==> config.mk <==
export PLATFORM = sky130hd
export DESIGN_NAME = permutation_unrank
export DESIGN_NICKNAME = d
export VERILOG_FILES = /design/src/sv/punrank_pkg.sv /design/src/sv/punrank_div.sv /design/src/sv/punrank_slots.sv /design/src/sv/permutation_unrank.sv
export SDC_FILE = /design/constraint.sdc
export NUM_CORES = 1
export LEC_CHECK = 0
export ABC_AREA = 1
export BUFFER_PORTS_ARGS = -buffer_cell sky130_fd_sc_hd__buf_2
export CAP_MARGIN = 5
export CORE_UTILIZATION = 59
export CTS_CLUSTER_SIZE = 20
export DETAILED_ROUTE_END_ITERATION = 8
export GPL_TIMING_DRIVEN = 0
export PLACE_DENSITY = 0.88
export SLEW_MARGIN = 40
export SYNTH_ARGS = -nofsm -noshare
export SYNTH_HDL_FRONTEND = slang
export SYNTH_SLANG_ARGS = --single-unit
==> constraint.sdc <==
create_clock -name i_clk -period 9.6 [get_ports i_clk]
set_input_delay 1.92 -clock i_clk [delete_from_list [all_inputs] [get_ports i_clk]]
set_output_delay 1.92 -clock i_clk [all_outputs]
set_load 0.005 [all_outputs]
==> src/sv/punrank_pkg.sv <==
// Package for the permutation unranking block.
// Holds field widths, divider sizing, the factorial table and the slot-store command type.
// No dependencies.
`default_nettype none

package punrank_pkg;

    localparam int LEN_W         = 5;
    localparam int RANK_W        = 62;
    localparam int LEN_LIMIT     = 20;
    localparam int WORK_W        = 64;
    localparam int BITS_PER_STEP = 4;
    localparam int DIV_CYCLES    = WORK_W / BITS_PER_STEP;
    localparam int CNT_W         = $clog2(DIV_CYCLES);
    localparam int FACT_DEPTH    = LEN_LIMIT + 1;

    localparam logic [RANK_W-1:0] FACT [FACT_DEPTH] = '{
        62'd1,
        62'd1,
        62'd2,
        62'd6,
        62'd24,
        62'd120,
        62'd720,
        62'd5040,
        62'd40320,
        62'd362880,
        62'd3628800,
        62'd39916800,
        62'd479001600,
        62'd6227020800,
        62'd87178291200,
        62'd1307674368000,
        62'd20922789888000,
        62'd355687428096000,
        62'd6402373705728000,
        62'd121645100408832000,
        62'd2432902008176640000
    };

    typedef struct packed {
        logic             init;
        logic             place;
        logic [LEN_W-1:0] fill;
        logic [LEN_W-1:0] digit;
        logic [LEN_W-1:0] value;
    } t_slot_cmd;

endpackage

`default_nettype wire

==> src/sv/punrank_div.sv <==
// Iterative restoring divider of a 64-bit word by a small radix, four quotient bits a cycle.
// Depends on punrank_pkg.
`default_nettype none

module punrank_div
    import punrank_pkg::*;
(
    input  wire logic              i_clk,
    input  wire logic              i_rst_n,
    input  wire logic              i_start,
    input  wire logic [WORK_W-1:0] i_dividend,
    input  wire logic [LEN_W-1:0]  i_divisor,
    output logic                   o_done,
    output logic [WORK_W-1:0]      o_quotient,
    output logic [LEN_W-1:0]       o_remainder
);

    logic [WORK_W-1:0] r_work;
    logic [LEN_W-1:0]  r_rem;
    logic [LEN_W-1:0]  r_div;
    logic [CNT_W-1:0]  r_cnt;
    logic              r_busy;
    logic              r_done;

    logic [WORK_W-1:0] n_work;
    logic [LEN_W-1:0]  n_rem;

    always_comb begin
        logic [LEN_W:0] trial;
        n_work = r_work;
        n_rem  = r_rem;
        for (int k = 0; k < BITS_PER_STEP; k++) begin
            trial  = {n_rem, n_work[WORK_W-1]};
            n_work = {n_work[WORK_W-2:0], 1'b0};
            if (trial >= {1'b0, r_div}) begin
                n_rem     = LEN_W'(trial - {1'b0, r_div});
                n_work[0] = 1'b1;
            end else begin
                n_rem = trial[LEN_W-1:0];
            end
        end
    end

    always_ff @(posedge i_clk) begin
        if (!i_rst_n) begin
            r_busy <= 1'b0;
            r_done <= 1'b0;
            r_cnt  <= '0;
        end else begin
            r_done <= 1'b0;
            if (i_start) begin
                r_work <= i_dividend;
                r_rem  <= '0;
                r_div  <= i_divisor;
                r_cnt  <= '0;
                r_busy <= 1'b1;
            end else if (r_busy) begin
                r_work <= n_work;
                r_rem  <= n_rem;
                r_cnt  <= r_cnt + 1'b1;
                if (r_cnt == CNT_W'(DIV_CYCLES - 1)) begin
                    r_busy <= 1'b0;
                    r_done <= 1'b1;
                end
            end
        end
    end

    assign o_done      = r_done;
    assign o_quotient  = r_work;
    assign o_remainder = r_rem;

endmodule

`default_nettype wire

==> src/sv/punrank_slots.sv <==
// Slot store: an ordered list of free slots and the value assigned to each slot.
// Depends on punrank_pkg.
`default_nettype none

module punrank_slots
    import punrank_pkg::*;
#(
    parameter int MAX_LEN = 20
) (
    input  wire logic                       i_clk,
    input  wire t_slot_cmd                  i_cmd,
    input  wire logic [$clog2(MAX_LEN)-1:0] i_rd_pos,
    output logic [LEN_W-1:0]                o_rd_elem
);

    localparam int IW = $clog2(MAX_LEN);

    logic [LEN_W-1:0] r_free [MAX_LEN];
    logic [LEN_W-1:0] r_slot [MAX_LEN];
    logic [IW-1:0]    sel_slot;

    assign sel_slot = r_free[i_cmd.digit[IW-1:0]][IW-1:0];

    always_ff @(posedge i_clk) begin
        if (i_cmd.init) begin
            for (int j = 0; j < MAX_LEN; j++) begin
                r_free[j] <= LEN_W'(j);
                r_slot[j] <= i_cmd.fill;
            end
        end else if (i_cmd.place) begin
            r_slot[sel_slot] <= i_cmd.value;
            for (int j = 0; j < MAX_LEN - 1; j++) begin
                if (LEN_W'(j) >= i_cmd.digit) begin
                    r_free[j] <= r_free[j+1];
                end
            end
        end
    end

    assign o_rd_elem = r_slot[i_rd_pos];

endmodule

`default_nettype wire

==> src/sv/permutation_unrank.sv <==
// Permutation unranking: turns a rank into a permutation of 0..n-1, one element per result.
// Depends on punrank_pkg, punrank_div and punrank_slots.
//
// Usage:
// The length n is written through i_cfg_we / i_cfg_data; the user must write it only while
// the block is idle, which the block itself does not enforce. Zero acts as one and values
// above MAX_LEN act as MAX_LEN. Reset sets it to 8 and empties the block. A request on the
// rank channel (i_rank_valid / o_rank_ready) is taken only while idle. The check state
// compares the rank against n factorial; a rank out of range yields one result with
// range_error and last set, and a length of one yields a single result. Otherwise the rank
// is divided by n, n-1 and so on down to 2 in a shared divider that produces four quotient
// bits a cycle; each remainder places one value in the free-slot list. The n results then
// leave in position order, one per cycle while the receiver takes them, through an output
// register on the result channel (o_res_valid / i_res_ready). When the receiver stalls,
// the output register holds and the block waits; a new rank request is accepted while the
// final result still waits in that register.
`default_nettype none

module permutation_unrank
    import punrank_pkg::*;
#(
    parameter int MAX_LEN = 20
) (
    input  wire logic              i_clk,
    input  wire logic              i_rst_n,
    input  wire logic              i_cfg_we,
    input  wire logic [LEN_W-1:0]  i_cfg_data,
    input  wire logic              i_rank_valid,
    output logic                   o_rank_ready,
    input  wire logic [RANK_W-1:0] i_rank,
    output logic                   o_res_valid,
    input  wire logic              i_res_ready,
    output logic [LEN_W-1:0]       o_position,
    output logic [LEN_W-1:0]       o_element,
    output logic                   o_last,
    output logic                   o_range_error
);

    localparam int IW = $clog2(MAX_LEN);

    typedef enum logic [1:0] {
        S_IDLE,
        S_CHECK,
        S_DIV,
        S_EMIT
    } t_state;

    t_state            r_state;
    logic [LEN_W-1:0]  r_len;
    logic [LEN_W-1:0]  r_n;
    logic [RANK_W-1:0] r_rank;
    logic [LEN_W-1:0]  r_v;
    logic [LEN_W-1:0]  r_pos;
    logic              r_o_valid;
    logic [LEN_W-1:0]  r_o_position;
    logic [LEN_W-1:0]  r_o_element;
    logic              r_o_last;
    logic              r_o_error;

    logic [LEN_W-1:0]  eff_len;
    logic              range_err;
    logic              load_ok;
    logic              out_load;
    logic              div_start;
    logic [WORK_W-1:0] div_dividend;
    logic [LEN_W-1:0]  div_divisor;
    logic              div_done;
    logic [WORK_W-1:0] div_quot;
    logic [LEN_W-1:0]  div_rem;
    t_slot_cmd         slot_cmd;
    logic [LEN_W-1:0]  rd_elem;

    always_comb begin
        priority if (r_len == '0) begin
            eff_len = LEN_W'(1);
        end else if (r_len > LEN_W'(MAX_LEN)) begin
            eff_len = LEN_W'(MAX_LEN);
        end else begin
            eff_len = r_len;
        end
    end

    assign range_err    = (r_rank >= FACT[r_n]);
    assign load_ok      = !r_o_valid || i_res_ready;
    assign out_load     = load_ok &&
                          ((r_state == S_CHECK && (range_err || r_n == LEN_W'(1))) ||
                           (r_state == S_EMIT));
    assign o_rank_ready = (r_state == S_IDLE);

    always_comb begin
        div_start      = 1'b0;
        div_divisor    = r_n;
        div_dividend   = WORK_W'(r_rank);
        slot_cmd       = '0;
        slot_cmd.fill  = r_n - LEN_W'(1);
        slot_cmd.digit = div_rem;
        slot_cmd.value = r_v;
        unique case (r_state)
            S_IDLE: begin
            end
            S_CHECK: begin
                if (!range_err && r_n != LEN_W'(1)) begin
                    div_start     = 1'b1;
                    slot_cmd.init = 1'b1;
                end
            end
            S_DIV: begin
                if (div_done) begin
                    slot_cmd.place = 1'b1;
                    if (r_v != r_n - LEN_W'(2)) begin
                        div_start    = 1'b1;
                        div_divisor  = r_n - r_v - LEN_W'(1);
                        div_dividend = div_quot;
                    end
                end
            end
            S_EMIT: begin
            end
        endcase
    end

    punrank_div u_div (
        .i_clk       (i_clk),
        .i_rst_n     (i_rst_n),
        .i_start     (div_start),
        .i_dividend  (div_dividend),
        .i_divisor   (div_divisor),
        .o_done      (div_done),
        .o_quotient  (div_quot),
        .o_remainder (div_rem)
    );

    punrank_slots #(
        .MAX_LEN (MAX_LEN)
    ) u_slots (
        .i_clk     (i_clk),
        .i_cmd     (slot_cmd),
        .i_rd_pos  (r_pos[IW-1:0]),
        .o_rd_elem (rd_elem)
    );

    always_ff @(posedge i_clk) begin
        if (!i_rst_n) begin
            r_len <= LEN_W'(8);
        end else if (i_cfg_we) begin
            r_len <= i_cfg_data;
        end
    end

    always_ff @(posedge i_clk) begin
        if (!i_rst_n) begin
            r_state   <= S_IDLE;
            r_o_valid <= 1'b0;
        end else begin
            if (out_load) begin
                r_o_valid <= 1'b1;
            end else if (r_o_valid && i_res_ready) begin
                r_o_valid <= 1'b0;
            end
            unique case (r_state)
                S_IDLE: begin
                    if (i_rank_valid) begin
                        r_rank  <= i_rank;
                        r_n     <= eff_len;
                        r_state <= S_CHECK;
                    end
                end
                S_CHECK: begin
                    if (range_err || r_n == LEN_W'(1)) begin
                        if (load_ok) begin
                            r_o_position <= '0;
                            r_o_element  <= '0;
                            r_o_last     <= 1'b1;
                            r_o_error    <= range_err;
                            r_state      <= S_IDLE;
                        end
                    end else begin
                        r_v     <= '0;
                        r_state <= S_DIV;
                    end
                end
                S_DIV: begin
                    if (div_done) begin
                        r_v <= r_v + LEN_W'(1);
                        if (r_v == r_n - LEN_W'(2)) begin
                            r_pos   <= '0;
                            r_state <= S_EMIT;
                        end
                    end
                end
                S_EMIT: begin
                    if (load_ok) begin
                        r_o_position <= r_pos;
                        r_o_element  <= rd_elem;
                        r_o_last     <= (r_pos == r_n - LEN_W'(1));
                        r_o_error    <= 1'b0;
                        r_pos        <= r_pos + LEN_W'(1);
                        if (r_pos == r_n - LEN_W'(1)) begin
                            r_state <= S_IDLE;
                        end
                    end
                end
            endcase
        end
    end

    assign o_res_valid   = r_o_valid;
    assign o_position    = r_o_position;
    assign o_element     = r_o_element;
    assign o_last        = r_o_last;
    assign o_range_error = r_o_error;

    // An error result is always the only and final result of its request.
    a_err_last: assert property (@(posedge i_clk) disable iff (!i_rst_n)
        (o_res_valid && o_range_error) |-> (o_last && o_element == '0 && o_position == '0))
        else $error("range error result is not a lone final result");

    // The divider reports completion only while the sequencer waits on it.
    a_div_done: assert property (@(posedge i_clk) disable iff (!i_rst_n)
        div_done |-> (r_state == S_DIV))
        else $error("divider completed outside the division phase");

    // An accepted request is followed by the range check.
    a_accept_check: assert property (@(posedge i_clk) disable iff (!i_rst_n)
        (i_rank_valid && o_rank_ready) |=> (r_state == S_CHECK && !o_rank_ready))
        else $error("accepted request did not enter the range check");

endmodule

`default_nettype wire
==> flow_summary.json <==
{
  "synth_seq_cells": 428,
  "leakagePower_nw": 10.73,
  "drt_iter0_drc": 2220,
  "synth-compound-area-share_pct": 9.856,
  "first_pass_iters": 8,
  "gp_congestion": 1.014,
  "vias": 18680,
  "skew_ns": 0.02878,
  "layout.nets": 2796,
  "dieArea_mm2": 0.03926,
  "cts_repair_resize_count": 0,
  "regToRegStartpoint": "u_div.r_div[1]",
  "cts.clk_slew.worst_paths_ns": 0.06,
  "ctsHoldBuffers": 0,
  "io_pins": 86,
  "rrSetupSlack_ns": 2.49,
  "synth_area_mm2": 0.02270,
  "vias_per_cell": 5.916,
  "crit_end": "u_div.o_remainder[1]",
  "status": "finished, final reports clean",
  "startpoint": "u_div.r_div[1]",
  "synth_ff_type": "edfxtp_1",
  "grt.total_usage_pct": 31.45,
  "wl_mm": 61.09,
  "cts_tree": "done",
  "synth-simple-area-share_pct": 20.62,
  "post_drt_wl_per_cell_um": 19.34,
  "n_antenna_cell": 0,
  "relSlewSlack_pct": 41.07,
  "power.total_w": 0.005916,
  "hp-class": "register to register",
  "hpwl_mm": 44.64,
  "synth_top_family_by_area": "simple AND/OR/NAND/NOR gates",
  "worst_pin_slew_ns": 0.8840,
  "nFillCells": 2846,
  "fp.dieW_um": 198.1,
  "startpoint_type": "register",
  "grt_pass1_vias": 18330,
  "maxCapViolations": 0,
  "crit_slowest_cell": "edfxtp_1",
  "synthToLayoutAreaGrowth_pct": 12.06,
  "slew_violations": 0,
  "rsz0062_at_grt": "false",
  "ff2ff_path_depth": 34,
  "final_area_mm2": 0.02543,
  "syn_nets": 2652,
  "final.min_clock_period_ns": 7.106,
  "critPathMaxFanout": 10,
  "slowest_delay_ns": 0.57,
  "rows": 71,
  "ant_nets": 0,
  "cp-end-kind": "register",
  "crit_top_cell": "nand2_1",
  "grt_max_degree": 20,
  "crit_type": "register to register",
  "fin_crit_sh_pct": 74.02,
  "dpl_cell_area_mm2": 0.02391,
  "cts.sinks": 428,
  "netlist_instances": 2468,
  "drive_above_1_share_pct": 10.12,
  "synthMuxAreaShare_pct": 0.1488,
  "grt_antenna_before_repair": 0,
  "worstPathArrival_ns": 7.44,
  "power_density_mw_per_mm2": 232.6,
  "postCtsSetupBuffers": 0,
  "hold_viol_final": 0,
  "syn_avg_cell_area_um2": 9.197,
  "cts-root-buf": "clkbuf_16",
  "synth_edf_count": 404,
  "peakVddDrop_mv": 0.1928,
  "overflow": 0,
  "synth-warning-count": 0,
  "synth-seq-area-share_pct": 55.56,
  "rr_endpoint": "u_div.o_remainder[1]",
  "crit_required_ns": 9.93,
  "insertion_delay_ns": 0.58,
  "synthDistinctLibCells": 56,
  "whs_ns": 0.4872,
  "numCtsBuffers": 43,
  "tns_ns": 0,
  "ys_async_sr_fraction_pct": 0,
  "worstHoldStart": "u_div.r_cnt[1]",
  "die_h_um": 198.1,
  "fmax_mhz": 140.7,
  "htreeDepth": 2,
  "synthAdderAreaFrac_pct": 6.339,
  "port_buffers": 85,
  "finalSetupViolations": 0,
  "start_util_pct": 60.12,
  "clock_path_buffers": 3,
  "synth-xor-area-share_pct": 0.8875,
  "core_mm2": 0.03776,
  "drc_errors": 0,
  "grt_pass1_wl_mm": 94.46
}
[routing by layer]
| metal | vias up | track usage, % | share of wire, % |
|---|---|---|---|
| met3 | 257 | 4.803 | 10 |
| met2 | 1198 | 53.35 | 48 |
| li1 | 8640 | - | - |
| met4 | 0 | 19.15 | 5.9 |
| met1 | 8588 | 37.80 | 36 |
| met5 | - | 0 | 0 |
[synthesized netlist by cell type, types with 4 or more instances]
| cell | n | area, µm² |
|---|---|---|
| o311ai_0 | 5 | 43.79 |
| clkinv_1 | 5 | 18.77 |
| inv_2 | 8 | 30.03 |
| o211ai_1 | 4 | 30.03 |
| ha_1 | 107 | 1339 |
| a31oi_1 | 6 | 37.54 |
| o22ai_1 | 17 | 106.4 |
| a21oi_1 | 91 | 455.4 |
| nor3_1 | 10 | 50.05 |
| nand2_1 | 668 | 2507 |
| buf_2 | 24 | 120.1 |
| buf_1 | 8 | 30.03 |
| or2_1 | 5 | 31.28 |
| nor2_4 | 5 | 56.30 |
| or2_2 | 16 | 100.1 |
| o21ai_1 | 56 | 280.3 |
| nand4_1 | 14 | 87.58 |
| clkbuf_1 | 58 | 217.7 |
| xnor2_1 | 13 | 113.9 |
| o221ai_1 | 24 | 210.2 |
| xor2_1 | 10 | 87.58 |
| fa_1 | 5 | 100.1 |
| nand3_1 | 149 | 745.7 |
| buf_4 | 21 | 157.7 |
| edfxtp_1 | 404 | 12130 |
| nor2_2 | 5 | 31.28 |
| nor2_1 | 247 | 927.1 |
| dfxtp_1 | 24 | 480.5 |
| o21ai_0 | 182 | 910.9 |
| buf_6 | 4 | 45.04 |
| nand2_2 | 4 | 25.02 |
| inv_1 | 230 | 863.3 |
| nor4_1 | 4 | 25.02 |
[placed cells by master (no fill, tap or decap), types with 4 or more instances in the layout]
cell type / synthesis / layout
nand2_1: 668 / 668
edfxtp_1: 404 / 404
nor2_1: 247 / 247
inv_1: 230 / 230
o21ai_0: 182 / 181
nand3_1: 149 / 149
buf_2: 24 / 114
ha_1: 107 / 107
a21oi_1: 91 / 90
clkbuf_1: 58 / 69
o21ai_1: 56 / 57
clkbuf_16: 0 / 44
buf_4: 21 / 25
o221ai_1: 24 / 24
dfxtp_1: 24 / 24
o22ai_1: 17 / 17
or2_2: 16 / 16
nand4_1: 14 / 14
xnor2_1: 13 / 13
xor2_1: 10 / 10
clkinv_1: 5 / 9
bufinv_16: 0 / 9
nor3_1: 10 / 8
inv_2: 8 / 8
buf_1: 8 / 8
a31oi_1: 6 / 6
nor2_2: 5 / 5
nor2_4: 5 / 5
buf_6: 4 / 5
o311ai_0: 5 / 5
or2_1: 5 / 5
fa_1: 5 / 5
clkinv_2: 0 / 5
o211ai_1: 4 / 4
nand2_2: 4 / 4
nor4_1: 4 / 4
buf_8: 0 / 4
[final cells by class]
cell class / count / area (µm²) / area share (%)
Buffer: 115 / 570.5 / 2.243
Multi-Input combinational cell: 1680 / 8612 / 33.86
Clock buffer: 56 / 1156 / 4.545
Clock inverter: 24 / 367.9 / 1.446
Inverter: 245 / 924.6 / 3.635
Timing Repair Buffer: 99 / 551.8 / 2.169
Sequential cell: 428 / 12610 / 49.59
Tap cell: 511 / 639.4 / 2.514
[logic make-up after synthesis]
kind of cell / count (synthesis)
and+or+nand+nor: 1137
DFF: 428
AOI/OAI and AO/OA: 405
buffers and inverters: 360
adders and majority gates: 112
xor gates and xnor gates: 23
muxes: 3
[metrics by stage]
stage | cells | utilization [%] | worst slack (ns)
finish | 3158 | 67.37 | 2.494
global placement | 3064 | 62.94 | 0.2933
CTS | 3158 | 67.37 | 2.518
floorplan | 2468 | - | 2.158
global route | 3158 | 67.37 | 1.907
detailed placement | 3078 | 63.33 | 2.615
[where the power goes]
| part | internal (W) | leakage (nW) | switching, W | total [W] |
|---|---|---|---|---|
| combinational | 0.000513 | 6.18 | 0.00114 | 0.00165 |
| sequential | 0.00233 | 3.82 | 0.000118 | 0.00245 |
| clock | 0.00110 | 0.735 | 0.000720 | 0.00182 |
| total | 0.00394 | 10.7 | 0.00197 | 0.00592 |
[how the worst min path moves through the flow]
| stage | end | slack (ns) | cells after the start |
|---|---|---|---|
| 4_1_cts | r_len[0] | 0.49 | 2 |
| 2_1_floorplan | r_len[0] | 0.44 | 2 |
| 3_5_place_dp | r_len[0] | 0.48 | 2 |
| 5_1_grt | r_len[0] | 0.52 | 2 |
| 3_3_place_gp | r_len[0] | 0.46 | 2 |
| 6_report | u_div.r_cnt[1] | 0.49 | 2 |
[critical path, delay by kind of cell (launching register included)]
family,cells,cell delay [ns]
AO/OA/AOI/OAI,12,2.60
adder cells (fa/ha/maj),4,1.62
buffers and inverters,6,0.76
flip-flops,1,0.57
AND/OR/NAND/NOR,12,1.28
[registers in the layout (all words and copies together), names as in the netlist, 62 cells and up, named ones only]
signal / count
u_slots.r_slot: 160
r_rank: 62
u_slots.r_free: 81
u_div.o_quotient: 64
(Power assumes the default switching activity.)
